File: config.mk
export PLATFORM = sky130hd
export DESIGN_NAME = rbmf_fifo
export DESIGN_NICKNAME = d
export VERILOG_FILES = /design/src/sv/rbmf_pkg.sv /design/src/sv/rbmf_fifo.sv
export SDC_FILE = /design/constraint.sdc
export NUM_CORES = 1
export LEC_CHECK = 0
export ABC_AREA = 1
export BUFFER_PORTS_ARGS = -buffer_cell sky130_fd_sc_hd__buf_2
export CAP_MARGIN = 20
export CORE_MARGIN = 8
export CORE_UTILIZATION = 53
export DETAILED_ROUTE_END_ITERATION = 7
export PLACE_DENSITY = 0.71
export SLEW_MARGIN = 25
export SYNTH_ARGS = -nofsm -noshare
export SYNTH_HDL_FRONTEND = slang
export SYNTH_SLANG_ARGS = --single-unit
File: constraint.sdc
create_clock -name clk -period 2.65 [get_ports clk]
set_input_delay 0.1325 -clock clk [delete_from_list [all_inputs] [get_ports clk]]
set_output_delay 0.1325 -clock clk [all_outputs]
set_load 0.02 [all_outputs]
File: src/sv/rbmf_pkg.sv
`default_nettype none
package rbmf_pkg;

  localparam int DEF_MAX_WIDTH = 1024;
  localparam int MAX_HEIGHT    = 4096;
  localparam int HEIGHT_W      = 13;
  localparam int RES_DEPTH     = 8;
  localparam int ROWS_KEPT     = 4;
  // floor(s * 7282 / 2^16) == floor(s / 9) for s < 32768
  localparam logic [12:0] RECIP_9 = 13'd7282;

  typedef enum logic [2:0] {
    REG_WIDTH  = 3'd0,
    REG_HEIGHT = 3'd1,
    REG_RED    = 3'd2,
    REG_GREEN  = 3'd3,
    REG_BLUE   = 3'd4
  } cfg_reg_t;

  typedef logic [23:0] pix_t;

  // one new column of the window: top is two rows up, bot is the current row
  typedef struct packed {
    logic valid;
    pix_t top;
    pix_t mid;
    pix_t bot;
    logic col_zero;
    logic col_one;
    logic has_out;
    logic frame_end;
  } column_t;

  typedef struct packed {
    logic [7:0] red;
    logic [7:0] green;
    logic [7:0] blue;
    logic       frame_end;
  } result_t;

  typedef struct packed {
    logic [1:0] busy;
  } back_stat_t;

endpackage
`default_nettype wire

File: src/sv/rbmf_fifo.sv
`default_nettype none
module rbmf_fifo #(
  parameter int DEPTH = rbmf_pkg::RES_DEPTH
) (
  input  wire logic                    clk,
  input  wire logic                    rst,
  input  wire logic                    push,
  input  wire rbmf_pkg::result_t       wdata,
  input  wire logic                    pop,
  output rbmf_pkg::result_t            rdata,
  output logic                         empty,
  output logic [$clog2(DEPTH):0]       count
);

  localparam int AW = $clog2(DEPTH);

  rbmf_pkg::result_t mem [DEPTH];
  logic [AW-1:0]     wptr, rptr;
  logic              do_pop;

  assign empty  = (count == '0);
  assign do_pop = pop && !empty;
  assign rdata  = mem[rptr];

  always_ff @(posedge clk) begin
    if (push) begin
      mem[wptr] <= wdata;
    end
  end

  always_ff @(posedge clk) begin
    if (rst) begin
      wptr  <= '0;
      rptr  <= '0;
      count <= '0;
    end else begin
      if (push) begin
        wptr <= (wptr == AW'(DEPTH - 1)) ? '0 : wptr + 1'b1;
      end
      if (do_pop) begin
        rptr <= (rptr == AW'(DEPTH - 1)) ? '0 : rptr + 1'b1;
      end
      count <= count + (AW+1)'(push) - (AW+1)'(do_pop);
    end
  end

endmodule
`default_nettype wire

# --- After elaboration in Yosys (flattened, before gate mapping) ---
# Memories as Yosys holds them, arrays and structs flattened. A register that Yosys moved wholly into a read port is not among the register bits.
# Cells that the tools add are included.
op_classes:
  add_sub_neg: 4
  n_eq_ne: 2
  n_mux: 6
  n_reduce_logical: 3
op_table:
  columns: ["operator", "n"]
  rows:
  - ["3-bit two-way mux", 4]
  - ["3-bit by 1-bit adder with 3-bit output, second input constant", 2]
  - ["3-bit equality test, second input constant", 2]
  - ["4-bit by 1-bit adder with 4-bit output", 1]
  - ["4-bit logical NOT", 1]
  - ["4-bit by 1-bit subtractor with 4-bit output", 1]
  - ["1-bit two-way mux", 2]
  - ["1-bit logical AND", 1]
  - ["1-bit logical NOT", 1]
word_totals:
  ff_bits: 10
  ram_bits: 200
  input_bits: 29
  output_inout_bits: 30
  elab_cells: 19
  n_memories: 1
memory_table:
  columns: ["memory", "words", "width", "read_ports", "rd_clocked_by_memory_dff", "wr", "line_no", "source"]
  rows:
  - ["mem", 8, 25, 1, 1, 1, "rbmf_fifo.sv:17", "rbmf_pkg::result_t mem [DEPTH];"]

# --- Depth between registers and ports, before layout ---
depth:
  depth_word: 5
  ltp_mapped: 12
  mapped_depth_nobuf: 12

# --- Worst setup path after synthesis ---
# Ideal clock, no wire load.
synth_path:
  kind: "register to register"
  start: "register count[2]"
  end: "register count[2]"
  setup_ns: 0.115
  t_arrival_ns: 2.105
  required_ns: 2.535
  setup_slack_ns: 0.430
  path_stages_with_launch: 12
  n_path_buf: 0
  period_less_slack_ns: 2.220
  cell_sequence: "dfxtp_1 -> inv_1 -> ha_1 -> nand3_1 -> inv_1 -> nor2_1 -> ha_1 -> inv_1 -> ha_1 -> fa_1 -> xnor2_1 -> nor2_1"
synth_via:
  elab_chain_cells: 4
  elab_cells_between_ends: 5
  cone_classes: "add/sub (2); reduce/logical (3)"
synth_rtl:
  columns: ["element", "line_no", "source"]
  rows:
  - ["start, declared", "rbmf_fifo.sv:12", "output logic [$clog2(DEPTH):0] count"]
  - ["start signal, assigned", "rbmf_fifo.sv:43", "count <= count + (AW+1)'(push) - (AW+1)'(do_pop);"]
  - ["4-bit logical NOT", "rbmf_fifo.sv:21", "assign empty = (count == '0);"]
  - ["named net empty", "rbmf_fifo.sv:11", "output logic empty,"]
  - ["1-bit logical NOT", "rbmf_fifo.sv:22", "assign do_pop = pop && !empty;"]
  - ["1-bit logical AND", "rbmf_fifo.sv:22", null]
  - ["4-bit by 1-bit subtractor with 4-bit output", "rbmf_fifo.sv:43", null]
# The timed path passes the listed nets, and every way through them passes these cells.
# A chain may end at the register's enable or synchronous reset.

==> impl.org <==
** Outcome
- The flow ran to the end, and the final reports show no timing, DRC or antenna violations.

** Worst hold path
- The startpoint identified for the worst hold timing path is rst.
- Min-delay worst type :: input port to flip-flop

** Yosys
- Counting flops with a built-in enable in the synthesized netlist gives 200.
- Top-count cell post-synth :: nand2_1
- In the synthesized netlist, the number of instances is approximately 950.
- Flip-flop and latch count after synthesis :: roughly 210
- Cell types with the highest counts after synthesis :: 339 x nand2_1, 218 x inv_1, 200 x edfxtp_1
- Main synth FF type :: edfxtp_1
- Netlist cell types :: 17
- Combined area of all synthesized cells :: approximately 9400 µm²
- Yosys top cell area share :: 64.1%
- Summing the sequential cell areas from Yosys gives around two thirds of the chip area.
- The largest total area in the synthesized netlist belongs to edfxtp_1.
- In the post-synthesis netlist, the biggest area contributors are edfxtp_1 64%, nand2_1 14%, inv_1 8.7%.
- Number of synthesis warnings :: 0
- Synthesis produced a netlist with a net count of a little under 1000.
- Fraction of registers with async set or reset after synthesis :: 0%
- A synthesized cell averages around 9.8 µm².

** Setup path
- The worst setup path is captured at an output port.
- Data on the critical path is required at its endpoint by 2.52 ns.
- The setup path with the least slack is of type flip-flop to output port.
- Of all nets on the critical path, the largest fanout is 31.
- Critical path startpoint category :: flip-flop
- R2r setup slk :: about 0.47 ns
- Data arrival time at the worst-slack endpoint :: between 2 and 2.5 ns
- In this run the critical register-to-register path is launched from count[2].

** CTS
- The number of clock buffers added by TritonCTS is 22.
- TritonCTS built the clock tree.
- Worst-path clk slew :: approximately 0.06 ns
- Maximum level of the CTS H-tree :: 1
- The clock reaches the later pin of the worst-skew pair after approximately 0.50 ns.
- After clock tree synthesis, the setup repair step added 0 buffers.
- CTS saw around 210 sinks.
- Post_cts resized :: 0
- Counting along the longest clock path gives a buffer depth of 3.
- Clock root buffer master :: clkbuf_16

** Global routing
- The initial antenna violation count is 0.
- First-pass GRT wire length :: 31100 µm
- The number of global-route vias before repair is between 6000 and 7000.
- Across every metal layer, demand over resource in global routing totals between 15 and 20%.
- Maximum number of pins on one net before global-route repair :: roughly 100
- After global routing the overflow that remains totals 0.

** Finish
- Compared with the post-synthesis result, the final layout area differs by 16.1%.
- Final Instance Area :: 10900 µm²
- 0 antenna diodes ended up in the layout.
- The filler cells instantiated in the layout total between 1000 and 1500.
- At the end of the flow, the number of nets in the layout was 1089.
- Of the cells placed in the final design, the portion with a size suffix greater than 1 is a little under an eighth.

** Die
- The die is 149 µm tall.
- Top Ports :: 59
- Number of placement rows :: 48
- Std-Cell Core Area :: roughly 17000 µm²
- DIE AREA :: 22200 µm²
- Floorplan die width :: roughly 150 µm
- Initial cell density of the core :: a little over half

** Timing
- Highest attainable clock frequency :: 443 MHz
- Once routing completed, OpenROAD measured the worst setup slack at around 0.4 ns.
- Worst-Margin Slew :: about 0.70 ns
- Number of pins with negative max-slew slack in the final report :: 0
- Final total negative setup slack :: 0 ns
- The worst pin sits at a relative slew slack of 53.3%.
- Min Tclk post-route :: approximately 2.3 ns
- Setup Viol. Count Final :: 0
- The number of hold violations in the final report is 0.
- Largest clock skew in the final design :: 0.00819 ns
- Setup repair after global routing left no endpoint under its margin.
- Of the available clock period, the critical path in the final layout requires roughly 85%.

** Power
- Pwr dens :: approximately 860 nW/µm²
- Leakage dissipation :: ~0.005 µW
- Across the VDD grid, the largest voltage drop is between 0.4 and 0.5 mV.

** Run
- The tool flagged a number of max-cap violations equal to 0.

** Place
- Count of input and output buffers :: 58
- The congestion estimate from routability-driven global placement came to between 0.7 and 0.8.
- The wire-length estimate of the detail-placed layout is 11200 µm.
- Placed cell areas :: roughly 10000 µm²
- Post-place setup slack :: approximately 0.47 ns

** Drt
- The count of nets left with antenna violations once routing finished came out at 0.
- The routed design uses 1120 µm of met3 wire.
- Residual DRC count :: 0
- Using the TritonRoute via totals, the vias-per-cell ratio works out to around 4.9.
- Total Wirelength :: between 15000 and 20000 µm
- Summed over all nets, wire length on met2 after detailed routing comes to approximately 9500 µm.
- For this run, the detailed router's first-pass iteration total came to 5.
- Topmost layer with routed signal wires :: met4
- The detailed router placed 6276 vias in this run.
- For this block, the initial DRC count from the detailed router was 376.
- After detailed routing, the wire length on met1 is about 8300 µm.
- Mean routed wirelength per cell :: about 15 µm
worst paths after layout:
check,cells past startpoint,end
max,7,rdata[15]
min,3,count[1]
max reg2reg,11,count[2]
min reg2reg,2,wptr[0]
layout by cell type (no fill, tap or decap), types with 6 or more instances in the layout:
cell / Yosys / layout
nor2_2: 0 / 8
nand2_1: 339 / 339
nor2_1: 16 / 8
clkbuf_1: 2 / 6
nand3_1: 107 / 107
buf_2: 22 / 58
a21oi_1: 8 / 8
buf_4: 11 / 20
dlygate4sd3_1: 0 / 28
dfxtp_1: 13 / 11
inv_1: 218 / 218
clkbuf_16: 0 / 23
ha_1: 9 / 9
edfxtp_1: 200 / 200
cells by family after synthesis:
family	count (synthesis)	share of synthesized area, %
XOR/XNOR	1	0.0935
buffers and inverters	258	11.1
adder cells (fa/ha/maj)	10	1.42
flip-flops	213	66.9
AND/OR/NAND/NOR	463	20.0
AO/OA/AOI/OAI	9	0.481
cell type report:
type                    count  area (µm²)  area share [%]
inverters                 221         830            7.63
well taps                 225         282            2.59
clock buffers              29         598            5.50
flip-flops and latches    213        6270            57.7
clock inverters             6        30.0           0.276
repair buffers            109         781            7.18
multi-input cells         483        2080            19.1
sequential cells by signal (all words and copies together) (netlist names), named ones only:
name and cells:
count 4, wptr 3, rptr 3, mem 200
worst max-delay path, stage by stage, from the launching register on:
cell and delay (ns):
dfxtp_2 0.76, inv_2 0.07, buf_4 0.29, nand3_1 0.13, nand2_1 0.05, nand2_1 0.05
nand2_1 0.09, buf_2 0.17
per-layer routing:
metal	up-vias	track usage (%)
met1	2922	22.4
met2	162	30.9
li1	3146	-
met3	46	2.34
met5	-	0
met4	0	6.61
through the flow:
step                total power, µW  cells  hold WS (ns)  utilization [%]
floorplan                      5820    954         0.202                -
global placement               6580   1223         0.378             57.6
detailed placement             6650   1223         0.384             57.6
CTS                            9410   1286         0.387             62.9
global route                   9810   1286         0.420             62.9
finish                         9330   1286         0.404             62.9
where the power goes:
part | leakage, µW | switching [µW] | total [µW] | internal, µW
combinational | 0.00284 | 1810 | 2660 | 849
sequential | 0.00193 | 103 | 3930 | 3830
clock | 0.000306 | 1160 | 2740 | 1570
total | 0.00508 | 3080 | 9330 | 6250
timing repair:
action                                 CTS  global route
endpoints found under the hold margin  210             0
setup endpoints to repair                0             0
hold buffers                            28             0
Note: power is estimated with default switching activity, not from simulation.
